## config.mk

```make
export PLATFORM = sky130hd
export DESIGN_NAME = cnms_judge
export DESIGN_NICKNAME = d
export VERILOG_FILES = /design/src/rtl/core/cnms_pkg.sv /design/src/rtl/core/cnms_judge.sv
export SDC_FILE = /design/constraint.sdc
export NUM_CORES = 1
export LEC_CHECK = 0
export BUFFER_PORTS_ARGS = -buffer_cell sky130_fd_sc_hd__buf_2
export CAP_MARGIN = 25
export CORE_ASPECT_RATIO = 2
export CORE_UTILIZATION = 50
export DETAILED_ROUTE_END_ITERATION = 8
export PLACE_DENSITY_LB_ADDON = 0.25
export SYNTH_ARGS = -nofsm -noshare
export SYNTH_HDL_FRONTEND = slang
export SYNTH_SLANG_ARGS = --single-unit
```

## constraint.sdc

```tcl
create_clock -name vclk -period 4.7
set_clock_uncertainty 0.05 [all_clocks]
set_input_delay 0.705 -clock vclk [all_inputs]
set_output_delay 0.705 -clock vclk [all_outputs]
set_load 0.02 [all_outputs]
```

## src/rtl/core/cnms_pkg.sv

```systemverilog
// Shared types and constants of the Canny non-maximum suppression core.
// Used by the core but its line buffer, and by its checker; depends on nothing.
`timescale 1ns / 1ps
`default_nettype none

package cnms_pkg;

  localparam int IN_TDATA_W  = 32;
  localparam int OUT_FIELD_W = 18;
  localparam int OUT_TDATA_W = 24;
  localparam int DIM_BITS    = 12;
  localparam int ROW_BITS    = DIM_BITS + 1;
  localparam int CFG_IDX_W   = 1;
  localparam int OUT_MAG_W   = 16;

  localparam logic [CFG_IDX_W-1:0] REG_IMAGE_WIDTH  = 1'd0;
  localparam logic [CFG_IDX_W-1:0] REG_IMAGE_HEIGHT = 1'd1;

  localparam int RESET_WIDTH  = 640;
  localparam int RESET_HEIGHT = 480;

  // Fraction of sqrt(2) in Q0.32; tan(22.5 deg) = sqrt(2) - 1.
  localparam logic [31:0] SQRT2_FRAC_Q32 = 32'h6A09E667;

  typedef enum logic [1:0] {
    DIR_HORZ      = 2'd0,
    DIR_DIAG_MAIN = 2'd1,
    DIR_VERT      = 2'd2,
    DIR_DIAG_ANTI = 2'd3
  } dir_bin_t;

  typedef struct packed {
    logic up;
    logic dn;
    logic lf;
    logic rt;
  } nbr_flags_t;

endpackage

`default_nettype wire

```

## src/rtl/core/cnms_judge.sv

```systemverilog
// Suppression decision for the centre of a 3x3 window along its direction bin.
// Depends on cnms_pkg for the bin codes and the neighbor flag struct.
`timescale 1ns / 1ps
`default_nettype none

module cnms_judge #(
  parameter int MB = 16
) (
  input  logic [MB-1:0]          centre_mag,
  input  cnms_pkg::dir_bin_t     centre_bin,
  input  cnms_pkg::nbr_flags_t   flags,
  input  logic [MB-1:0]          nw_mag,
  input  logic [MB-1:0]          n_mag,
  input  logic [MB-1:0]          ne_mag,
  input  logic [MB-1:0]          w_mag,
  input  logic [MB-1:0]          e_mag,
  input  logic [MB-1:0]          sw_mag,
  input  logic [MB-1:0]          s_mag,
  input  logic [MB-1:0]          se_mag,
  output logic [MB-1:0]          kept_mag
);

  import cnms_pkg::*;

  logic kill;

  always_comb begin
    kill = 1'b0;
    unique case (centre_bin)
      DIR_HORZ: begin
        if (flags.lf && (centre_mag <= w_mag)) kill = 1'b1;
        if (flags.rt && (centre_mag <= e_mag)) kill = 1'b1;
      end
      DIR_DIAG_MAIN: begin
        if (flags.up && flags.lf && (centre_mag <= nw_mag)) kill = 1'b1;
        if (flags.dn && flags.rt && (centre_mag <= se_mag)) kill = 1'b1;
      end
      DIR_VERT: begin
        if (flags.up && (centre_mag <= n_mag)) kill = 1'b1;
        if (flags.dn && (centre_mag <= s_mag)) kill = 1'b1;
      end
      DIR_DIAG_ANTI: begin
        if (flags.up && flags.rt && (centre_mag <= ne_mag)) kill = 1'b1;
        if (flags.dn && flags.lf && (centre_mag <= sw_mag)) kill = 1'b1;
      end
    endcase
    kept_mag = kill ? '0 : centre_mag;
  end

endmodule

`default_nettype wire

```

Word-level counts from Yosys, hierarchy flattened
Cells that the tools add are included.
{"block": "totals", "ff_bits": 0}
{"block": "op_classes", "n_lt_le_gt_ge": 8, "eq_ne": 3, "mux": 10, "reduce_logical": 13}
{"operator": "$le A16 B16 Y1", "n": 8}
{"operator": "$mux W16", "n": 1}
{"operator": "$logic_and A1 B1 Y1", "n": 12}
{"operator": "$mux W1", "n": 8}
{"operator": "$eq A2 B2 Y1 const B", "n": 2}
{"operator": "$pmux W1 S4", "n": 1}
{"operator": "$eq A2 B1 Y1 const B", "n": 1}
{"operator": "$logic_not A2 Y1", "n": 1}

Logic depth before layout (Yosys ltp)
{"block": "depth", "word_depth": 6, "mapped_depth": 10, "depth_no_buf": 9}

Worst setup path after synthesis
OpenSTA, ideal clock, no wires.
{"block": "synth_path", "path_kind": "input -> output", "start": "in centre_mag[0]", "end": "out kept_mag[10]", "t_arrival_ps": 2657, "t_required_ps": 3945, "path_slack_ps": 1288, "path_stages": 10, "path_cell_list": "inv_1 > ha_1 > nand4_1 > nor2_1 > and3_1 > or3_1 > a211oi_2 > buf_6 > o21ai_2 > nor2_1"}
{"block": "synth_between", "elab_chain_cells": 6, "elab_cells_between_ends": 26}
{"element": "start: declaration", "line": "cnms_judge.sv:9", "text": "input logic [MB-1:0] centre_mag,"}
{"element": "$le A16 B16 Y1 (on tied branches)"}
{"element": "$logic_and A1 B1 Y1 (on tied branches)"}
{"element": "$mux W1 (on tied branches) (2 in series)"}
{"element": "$pmux W1 S4 (*)", "line": "cnms_judge.sv:29", "text": "unique case (centre_bin)"}
{"element": "$mux W16 (*)", "line": "cnms_judge.sv:47", "text": "kept_mag = kill ? '0 : centre_mag;"}
{"element": "end: declaration", "line": "cnms_judge.sv:20", "text": "output logic [MB-1:0] kept_mag"}
Mark *: on every way between the ends. The rest lies on a longest branch, timed or not.

Worst setup path in the final report
{"block": "layout_path", "start": "in centre_mag[14]", "end": "out kept_mag[14]"}
{"block": "layout_between", "elab_chain_cells": 6, "elab_cells_between_ends": 26}
{"element": "$le A16 B16 Y1 (on tied branches)"}
{"element": "$logic_and A1 B1 Y1 (on tied branches)"}
{"element": "$mux W1 (on tied branches) (2 in series)"}
{"element": "$pmux W1 S4", "line": "cnms_judge.sv:29"}
{"element": "$mux W16 (*)", "line": "cnms_judge.sv:47"}
Marks and branches as above.

==> results.cfg <==
[timing]
relSlewSlack = 0.482
max_freq_ghz = 0.233
whs_ns = 1.71
finalCriticalPeriod_ns = 4.28
worst_pin_slew_ns = 0.777
rsz0062_at_grt = false
drv_slew = 0
setup-tns-final_ns = 0
hold_viol = 0
fin_crit_sh = 0.911
setup_viol = 0

[synth]
netlist_area_sq_um = 3500
syn_nets = 769
synth_commonest_cells = ha_1, inv_1, a21oi_1, nor2_1, nand4_1
avgSynthCellArea_sq_um = 7.13
synth_most_common_cell = ha_1
yosysTopAreaCell = ha_1
synth_area_leaders = ha_1, inv_1, a21oi_1
synth_warnings = 0
yosysUniqueCellTypes = 39
synth_cells = 491
synth-seq-area-share = 0
synth_top_cell_area_share = 0.457

[power_and_ir_drop]
intPower_mw = 0.172
total_power_mw = 0.398
power_frac_clock = 0
p_leak_nw = 2.78
switching_share = 0.568
ir_worst_vdd_uv = 47.8
pwr-share-comb = 1.000
power_density_nw_per_um2 = 89.9
netSwitchingPower_mw = 0.226
seqPwrFrac = 0

[floorplanning]
die-height_um = 120
fp.coreArea_sq_um = 6670
die-width_um = 61.2
fp-row-count = 42
start_util = 0.525
die-area_sq_um = 7360
io_pins = 166

[setup_path]
crit_type = primary input to primary output
crit_path_end_kind = primary output
critPathRequiredTime_ns = 3.94
critPathArrivalTime_ns = 3.53
crit_start = centre_mag[14]
cp_max_fo = 16
start_kind = primary input

[detailed_routing]
drtIter0Drc = 154
wirelength_um = 11500
wl_per_cell_um = 15.4
drt-pass1-iter-count = 4
num_vias = 4096
drcViolationCount = 0
vias_per_cell = 5.51
detail-route-antenna-nets = 0

[cells_and_area]
n_fill_cell = 675
clkbuf_count = 0
final_cells = 744
register_area_sq_um = 0
syn2layout_area_growth_pct = 26.4
stdcell_area_sq_um = 4430
design.seq.count = 0
fin_nets = 936
diodes = 0
drive_gt1_frac = 0.282

[grt]
antenna_found_initial = 0
grt_max_degree = 17
grt_pass1_wl_um = 17300
grt_usage = 0.311
overflow = 0
grt_pass1_vias = 4032

[min_path]
min-delay-start = centre_mag[0]
hp-class = primary input to primary output

[place]
place_area_sq_um = 4430
dp_cells = 744
place_congestion = 0.995
io_buffers = 166
dpl.hpwl_um = 10200

[job]
drv_cap = 0

[cts]
cts_resized = 0
cts_setup_buffers = 0
cts_hold_buf = 0

[status]
status = complete, no violations
[power by group through the flow]
stage               clock, mW  combinational [mW]  sequential, mW
finish                      0               0.398               0
CTS                         0               0.398               0
detailed placement          0               0.396               0
global route                0               0.447               0
floorplan                   0               0.234               0
global placement            0               0.382               0
[routing by layer]
layer  track usage  up-vias  wire length, um
li1              -     2060                -
met1         0.296     1854             4130
met2         0.624      148             6300
met3        0.0160       34              460
met4         0.135        0              595
met5             0        -                0
[logic make-up (layout without fill, tap and decap cells)]
group,Yosys count,count (layout),share of synthesized area
AO/OA/AOI/OAI,113,113,0.223
buffers and inverters,129,294,0.144
AND/OR/NAND/NOR,121,121,0.176
adder cells (fa/ha/maj),128,128,0.457
[final timing paths]
kind	end	slack (ns)	cells after the start
worst max-delay path	kept_mag[14]	0.42	9
worst min-delay path	kept_mag[0]	1.71	4
[cells in the final DEF (no fill, tap or decap), types with 2 or more instances in the layout]
master,count
a2111oi_0,2
a211o_1,3
a211oi_1,9
a21boi_1,2
a21o_1,11
a21oi_1,42
and3_1,2
buf_2,166
buf_4,2
ha_1,128
inv_1,126
nand2_1,18
nand3_1,18
nand4_1,28
nor2_1,32
nor2b_1,7
nor3_1,5
nor4_1,4
o211ai_1,4
o21ai_0,16
o21ai_2,10
o21bai_1,2
o31ai_1,2
or3_1,2
[per-stage QoR]
stage	setup WS (ns)	util
2_1_floorplan	1.29	-
6_report	0.416	0.663
3_5_place_dp	0.441	0.663
4_1_cts	0.444	0.663
5_1_grt	0.260	0.663
3_3_place_gp	0.541	0.663
[worst max-delay path, cell delays in order]
cell and delay (ns):
buf_2 0.18, ha_1 0.35, nand4_1 0.21, nor3_1 0.16, a2111oi_0 0.64, a21oi_1 0.23, a221oi_4 0.75, nor2_1 0.11
buf_2 0.19
[final cells by class]
cell class,instances,area (sq um),area share
repair buffers,168,846,0.191
multi-input cells,362,3000,0.677
well taps,88,110,0.0249
inverters,126,473,0.107
(Power assumes the default switching activity.)
