File: config.mk
export PLATFORM = sky130hd
export DESIGN_NAME = cnms_dir_bin
export DESIGN_NICKNAME = d
export VERILOG_FILES = /design/src/rtl/core/cnms_pkg.sv /design/src/rtl/core/cnms_dir_bin.sv
export SDC_FILE = /design/constraint.sdc
export NUM_CORES = 1
export LEC_CHECK = 0
export BUFFER_PORTS_ARGS = -buffer_cell sky130_fd_sc_hd__buf_2
export CAP_MARGIN = 20
export CELL_PAD_IN_SITES_DETAIL_PLACEMENT = 1
export CELL_PAD_IN_SITES_GLOBAL_PLACEMENT = 1
export CORE_AREA = 4 4 41 43
export DETAILED_ROUTE_END_ITERATION = 8
export DIE_AREA = 0 0 45 47
export PLACE_DENSITY = 0.55
export SETUP_SLACK_MARGIN = 0.5
export SLEW_MARGIN = 10
export SYNTH_ARGS = -nofsm -noshare
export SYNTH_HDL_FRONTEND = slang
export SYNTH_SLANG_ARGS = --single-unit
File: constraint.sdc
create_clock -name vclk -period 2.23
set_input_delay 0.223 -clock vclk [all_inputs]
set_output_delay 0.223 -clock vclk [all_outputs]
set_load 0.1 [all_outputs]
File: src/rtl/core/cnms_pkg.sv
// Shared types and constants of the Canny non-maximum suppression core.
// Used by the core but its line buffer, and by its checker; depends on nothing.
`timescale 1ns / 1ps
`default_nettype none

package cnms_pkg;

  localparam int IN_TDATA_W  = 32;
  localparam int OUT_FIELD_W = 18;
  localparam int OUT_TDATA_W = 24;
  localparam int DIM_BITS    = 12;
  localparam int ROW_BITS    = DIM_BITS + 1;
  localparam int CFG_IDX_W   = 1;
  localparam int OUT_MAG_W   = 16;

  localparam logic [CFG_IDX_W-1:0] REG_IMAGE_WIDTH  = 1'd0;
  localparam logic [CFG_IDX_W-1:0] REG_IMAGE_HEIGHT = 1'd1;

  localparam int RESET_WIDTH  = 640;
  localparam int RESET_HEIGHT = 480;

  // Fraction of sqrt(2) in Q0.32; tan(22.5 deg) = sqrt(2) - 1.
  localparam logic [31:0] SQRT2_FRAC_Q32 = 32'h6A09E667;

  typedef enum logic [1:0] {
    DIR_HORZ      = 2'd0,
    DIR_DIAG_MAIN = 2'd1,
    DIR_VERT      = 2'd2,
    DIR_DIAG_ANTI = 2'd3
  } dir_bin_t;

  typedef struct packed {
    logic up;
    logic dn;
    logic lf;
    logic rt;
  } nbr_flags_t;

endpackage

`default_nettype wire

File: src/rtl/core/cnms_dir_bin.sv
// Sorts a signed fixed-point gradient slope into one of four direction bins.
// Depends on cnms_pkg for the bin codes and the sqrt(2) constant.
`timescale 1ns / 1ps
`default_nettype none

module cnms_dir_bin #(
  parameter int SLOPE_FRAC_BITS = 8
) (
  input  logic signed [15:0]  slope,
  output cnms_pkg::dir_bin_t  dir_bin
);

  import cnms_pkg::*;

  localparam int T1 = int'(SQRT2_FRAC_Q32 >> (32 - SLOPE_FRAC_BITS));
  localparam int T2 = (2 << SLOPE_FRAC_BITS) + T1;

  logic signed [31:0] s_ext;

  assign s_ext = 32'(slope);

  always_comb begin
    priority if ((s_ext > T2) || (s_ext < -T2)) begin
      dir_bin = DIR_VERT;
    end else if (s_ext > T1) begin
      dir_bin = DIR_DIAG_MAIN;
    end else if (s_ext < -T1) begin
      dir_bin = DIR_DIAG_ANTI;
    end else begin
      dir_bin = DIR_HORZ;
    end
  end

endmodule

`default_nettype wire

# After elaboration in Yosys (flattened, before gate mapping)
# Cells that the tools add are included.
# classes
div,0
bitwise_logic,0
n_mux,3
eq_ne,0
mul,0
n_addsub,0
n_reduce_logical,1
magnitude_cmp,4
shifts,0
# op_table
operator,n
$gt 16x11->1 const B,1
$gt 16x8->1 const B,1
$lt 16x11->1 const B,1
$lt 16x8->1 const B,1
$mux 2,3
$logic_or 1x1->1,1
# word_totals
ram_bits,0
output_inout_bits,2
regBits,0
word_cells,8
n_memories,0
rom_bits,0
inputBits,16
latchBits,0

# Depth between registers and ports, before layout
# Gate-level depths: netlist (run 1).
# logic_depth
depth_word,4
ltp_mapped,4
mapped_depth_nobuf,4

# Worst setup path after synthesis (run 1)
# Ideal clock, no wire load.
# synth_timing
kind,input -> output
from,input port slope[3]
to,output port dir_bin[1]
required_ps,2007
path_slack_ps,-121
arrival_time_ps,2128
path_buffers,0
path_stages,4
cell_sequence,a211oi_2 -> nand2_1 -> nor3b_2 -> a21oi_1
# synth_via
elab_chain_cells,4
elab_cells_between_ends,8
cone_classes,order compare (4); mux (3); reduce/logical (1)
# synth_rtl
element,line,text
from (decl),cnms_dir_bin.sv:9,"input logic signed [15:0] slope,"
$lt 16x8->1,cnms_dir_bin.sv:27,end else if (s_ext < -T1) begin
$mux 2,cnms_dir_bin.sv:27,
$mux 2,cnms_dir_bin.sv:25,end else if (s_ext > T1) begin
$mux 2 (*),cnms_dir_bin.sv:23,priority if ((s_ext > T2) || (s_ext < -T2)) begin
to (decl),cnms_dir_bin.sv:10,output cnms_pkg::dir_bin_t dir_bin
# Every way passes the cells marked *; elsewhere a longest branch is shown, timed or not.

# Worst setup path after layout (run 1)
# layout_timing
from,input port slope[4]
to,output port dir_bin[0]
# Same word-level chain as after synthesis.

==> results by group, run 1 <==
Timing
  • Final setup vio count: 0
  • Max Transition Viols Final: 0
  • Slew @ Worst Pin: 487.5 ps
  • Min Clock Period, post-route: 1622 ps
  • Slew HR: 67.73%
  • Final Hold Viols: 0
  • F_max: 616.4 MHz
  • Post-route clock period utilization: 72.76%
  • Final TNS setup: 0 ps
  • Final worst slack: 607.6 ps
  • RSZ-0062 raised after global routing: false

Yosys
  • Post-synthesis cell type count: 15
  • Synth Area in Adders: 0%
  • Register area share after synthesis: 0%
  • Syn avg cell area: 6.319 um2
  • Synthesized cell area: 126.4 um2
  • Synth Area in XOR/XNOR: 0%
  • Biggest area consumer among synthesized cells: a211oi_2
  • Synth Net Count: 36
  • Post-Synth Simple-Gate Area: 49.50%
  • Gate Count Post-Synth: 20
  • Most frequent cell after synthesis: nand2_1
  • Main combinational cell family by area after synthesis: compound AO/OA/AOI/OAI gates
  • Synth Area in Compound Gates: 50.50%
  • Yosys top cell area share: 9.901%
  • Synth cell count leaders: nand2_1, a21oi_1, nand3_1, nor2_1
  • Area contributors post-synth: a211oi_2, nor3b_2, nand2_1
  • Mux share of post-synthesis cell area: 0%
  • Yosys warning count: 0

Run
  • Max-cap violations: 0

Layout
  • Synth-to-layout area growth: 92.08%
  • # clk buffers: 0
  • Nets: 56
  • Seq_cells: 0
  • Diodes inserted: 0
  • Reg area: 0 um2
  • Share of cells above drive strength 1: 57.89%
  • Non-filler cells in the finished layout: 53

Setup path
  • Crit. End Element: output pin
  • Worst setup SP type: input pin
  • Arrival @ worst endpoint: 1400 ps
  • Worst path required time: 2010 ps
  • Crit Path Max Fanout: 4
  • Setup Crit Path Kind: in2out

Routing
  • First drt pass iteration count: 2
  • Initial DRC count: 2
  • WL/cell: 9.132 um
  • DRC Markers: 0
  • ANT nets after route: 0
  • Detailed Route WL: 484 um
  • Avg Vias per Cell: 4.208
  • Vias: 223

Placed design
  • HPWL after DPL: 474.2 um
  • # port buffers: 18
  • Pre-CTS setup slack: 546.0 ps
  • Placed cell count: 53
  • RD Place Congestion: 0.5889

Pwr
  • Tot Pwr: 0.03939 mW
  • PD cells: 162.3 nW/um2
  • Pleak: 0.1019 nW
  • Peak VDD IR: 0.03799 mV

Global route
  • Largest net degree at the start of global routing: 5
  • Antenna violations before repair: 0
  • Overflow after GRT: 0
  • First-pass GRT wire length: 814 um
  • Global-route usage over all layers: 4.878%
  • Vias in the first global route: 206

Clock tree
  • CTS Hold Bufs: 0
  • Post_cts resized: 0
  • Setup bufs post-CTS: 0

Die
  • FP Rows: 13
  • IO Pins: 18
  • Die Wd: 45 um
  • Starting Density: 9.712%
  • Die H: 47 um
  • Core area: 1301 um2
  • Die area: 2115 um2

Hold path
  • Hold Path Stages: 3
  • HP Class: in2out

Status
  • Status: finished, final reports clean
## logic make-up (layout without fill, tap and decap cells)
family,Yosys count,count (layout)
and+or+nand+nor,11,11
buffers and inverters,0,18
AOI/OAI and AO/OA,9,9
## metrics by stage
step | hold WS, ps | utilization [%] | instance area [um2]
after floorplan | 710.7 | - | 131.4
after global placement | 898.5 | 18.46 | 240.2
after detailed placement | 903.1 | 18.46 | 240.2
after CTS | 901.9 | 18.46 | 240.2
after global routing | 932.5 | 18.65 | 242.7
final | 902.6 | 18.65 | 242.7
## power by group
part / switching [mW] / total (mW) / internal, mW / leakage, nW
registers: 0 / 0 / 0 / 0
clock network: 0 / 0 / 0 / 0
logic: 0.0225 / 0.0394 / 0.0169 / 0.102
total: 0.0225 / 0.0394 / 0.0169 / 0.102
## worst paths after layout
| path | from | endpoint | slack, ps |
|---|---|---|---|
| worst max-delay path | slope[4] | dir_bin[0] | 610 |
| worst min-delay path | slope[9] | dir_bin[1] | 900 |
## per-layer routing
layer / wire length, um / vias up / global-route usage (%)
li1: - / 118 / -
met1: 195 / 93 / 6.966
met2: 208 / 12 / 8.475
met3: 80 / 0 / 0.3831
met4: 0 / 0 / 0
met5: 0 / - / 0
## cell type report
cell class         count  area (um2)
fillers              178        1059
multi-input cells     20       131.4
repair buffers        18       92.59
well taps             15       18.77
## worst max-delay path, stage by stage
cell	delay, ps
buf_2	120
a211oi_1	240
o21ai_1	120
nor2b_1	140
o32a_2	320
buf_4	240
## cell usage in the layout, fill, tap and decap left out, types with 2 or more instances in the layout
| master | count |
|---|---|
| buf_2 | 17 |
| nand3_1 | 2 |
| nand2_1 | 3 |
| nor2_1 | 2 |
Note: power is estimated with default switching activity, not from simulation.
==> inputs of run 2 (changes only) <==
--- a/config.mk
+++ b/config.mk
@@ -12,7 +12,7 @@
 export CORE_AREA = 4 4 41 43
 export DETAILED_ROUTE_END_ITERATION = 8
 export DIE_AREA = 0 0 45 47
-export PLACE_DENSITY = 0.55
+export PLACE_DENSITY = 0.56
 export SETUP_SLACK_MARGIN = 0.5
 export SLEW_MARGIN = 10
 export SYNTH_ARGS = -nofsm -noshare
==> constraint.sdc (replaced) <==
create_clock -name vclk -period 1.4
set_input_delay 0.14 -clock vclk [all_inputs]
set_output_delay 0.14 -clock vclk [all_outputs]
set_load 0.1 [all_outputs]
==> results by group, run 2 (same netlist as run 1, synthesis figures left out) <==
Setup path
  • Crit. End Element: output pin
  • Worst path required time: 1260 ps (-750 ps)
  • Setup Crit Path Kind: in2out
  • Worst setup SP type: input pin
  • Arrival @ worst endpoint: 1240 ps (-160 ps)
  • Crit Path Max Fanout: 3 (-1)

Pwr
  • PD cells: 243.4 nW/um2 (+50%)
  • Peak VDD IR: 0.07667 mV (+100%)
  • Pleak: 0.1491 nW (+46%)

Die
  • Die Wd: 45 um (unchanged)
  • Starting Density: 9.712% (unchanged)
  • IO Pins: 18 (unchanged)
  • Die H: 47 um (unchanged)
  • FP Rows: 13 (unchanged)
  • Die area: 2115 um2 (unchanged)
  • Core area: 1301 um2 (unchanged)

Placed design
  • Post-DP Area: 307.8 um2 (+28%)
  • Pre-CTS setup slack: -9.321 ps (-555.3 ps)
  • RD Place Congestion: 0.6076 (+3.2%)
  • # port buffers: 18 (unchanged)

Timing
  • Final Hold Viols: 0 (unchanged)
  • Final hold slack: 659.7 ps (-242.9 ps)
  • Slew @ Worst Pin: 243.8 ps (-243.7 ps)
  • Final worst slack: 15.70 ps (-591.9 ps)
  • Min Clock Period, post-route: 1384 ps
  • Final setup vio count: 0 (unchanged)
  • Slew HR: 83.75% (+16 points)
  • F_max: 722.4 MHz
  • Max Transition Viols Final: 0 (unchanged)
  • Post-route clock period utilization: 98.88%
  • RSZ-0062 raised after global routing: true

Routing
  • WL/cell: 10.50 um (+15%)
  • First drt pass iteration count: 1 (-1)
  • Initial DRC count: 0 (-2)
  • WL met3: 91 um (+14%)
  • ANT nets after route: 0 (unchanged)
  • DR WL met2: 289 um (+39%)
  • Avg Vias per Cell: 4.500 (+7.0%)
  • Highest Signal Layer: met3
  • DRC Markers: 0 (unchanged)
  • Vias: 243 (+9.0%)
  • Detailed Route WL: 567 um (+17%)
  • WL met1: 186 um (-4.6%)

Layout
  • Seq_cells: 0 (unchanged)
  • Reg area: 0 um2 (unchanged)
  • Nets: 57 (+1.8%)
  • Most common cell after layout, fill and taps aside: buf_2
  • Synth-to-layout area growth: 187.1%
  • # clk buffers: 0 (unchanged)
  • Final core utilization: 27.88% (+9.2 points)
  • Most frequent cells in the layout: buf_2, nand2_1, buf_6
  • Diodes inserted: 0 (unchanged)
  • Layout fillers: 169 (-5.1%)
  • Final instance area: 362.8 um2 (+49%)
  • Share of cells above drive strength 1: 74.36% (+16 points)

Global route
  • Antenna violations before repair: 0 (unchanged)
  • Largest net degree at the start of global routing: 5 (unchanged)
  • First-pass GRT wire length: 917 um (+13%)
  • Overflow after GRT: 0 (unchanged)
  • Vias in the first global route: 245 (+19%)
  • Global-route usage over all layers: 5.507% (+0.63 points)

Status
  • Status: finished, final reports clean

Clock tree
  • CTS Hold Bufs: 0 (unchanged)

Hold path
  • HP Class: in2out

Run
  • Max-cap violations: 0 (unchanged)
[run 2: changes by cell type in the layout (fill, tap and decap cells not counted), sizes merged]
cell	previous run	this run
buf	18	19
[run 2: area by class of cell]
| class | count | area [um2] | share of cell area (%) |
|---|---|---|---|
| well taps | 15 | 18.77 | 5.172 |
| repair buffers | 19 | 156.4 | 43.10 |
| multi-input cells | 20 | 187.7 | 51.72 |
[run 2: final timing paths]
path                  from         end  slack (ps)  cells past startpoint
hold / removal    slope[9]  dir_bin[1]         660                      3
setup / recovery  slope[1]  dir_bin[0]          20                      6
[run 2: metal layers]
layer,global-route usage [%],vias up
li1,-,123
met1,6.742,108
met2,9.887,12
met3,1.916,0
met4,0,0
met5,0,-
[run 2: through the flow]
| step | power (mW) | cells | TNS, ps |
|---|---|---|---|
| floorplan | 0.03229 | 20 | 0 |
| global placement | 0.07337 | 54 | 0 |
| detailed placement | 0.07409 | 54 | -9.321 |
| CTS | 0.07914 | 54 | 0 |
| global route | 0.09494 | 54 | -9.560 |
| finish | 0.08830 | 54 | 0 |
[run 2: where the power goes]
part	switching [mW]	leakage [nW]	total (mW)	internal, mW
clock	0	0	0	0
combinational	0.0432	0.149	0.0883	0.0451
sequential	0	0	0	0
[run 2: repair_timing]
| item | in CTS | in global routing |
|---|---|---|
| gates resized for setup | 5 | 8 |
| pin swaps | 3 | 8 |
| setup buffers | 0 | 0 |
| setup endpoints to repair | 2 | 2 |
| hold endpoints to repair | 0 | 0 |
[run 2: critical path: stages]
cell      delay, ps
buf_6            90
a211oi_2        230
o21ai_2         110
nor2b_4         130
o32a_4          360
buf_12          170
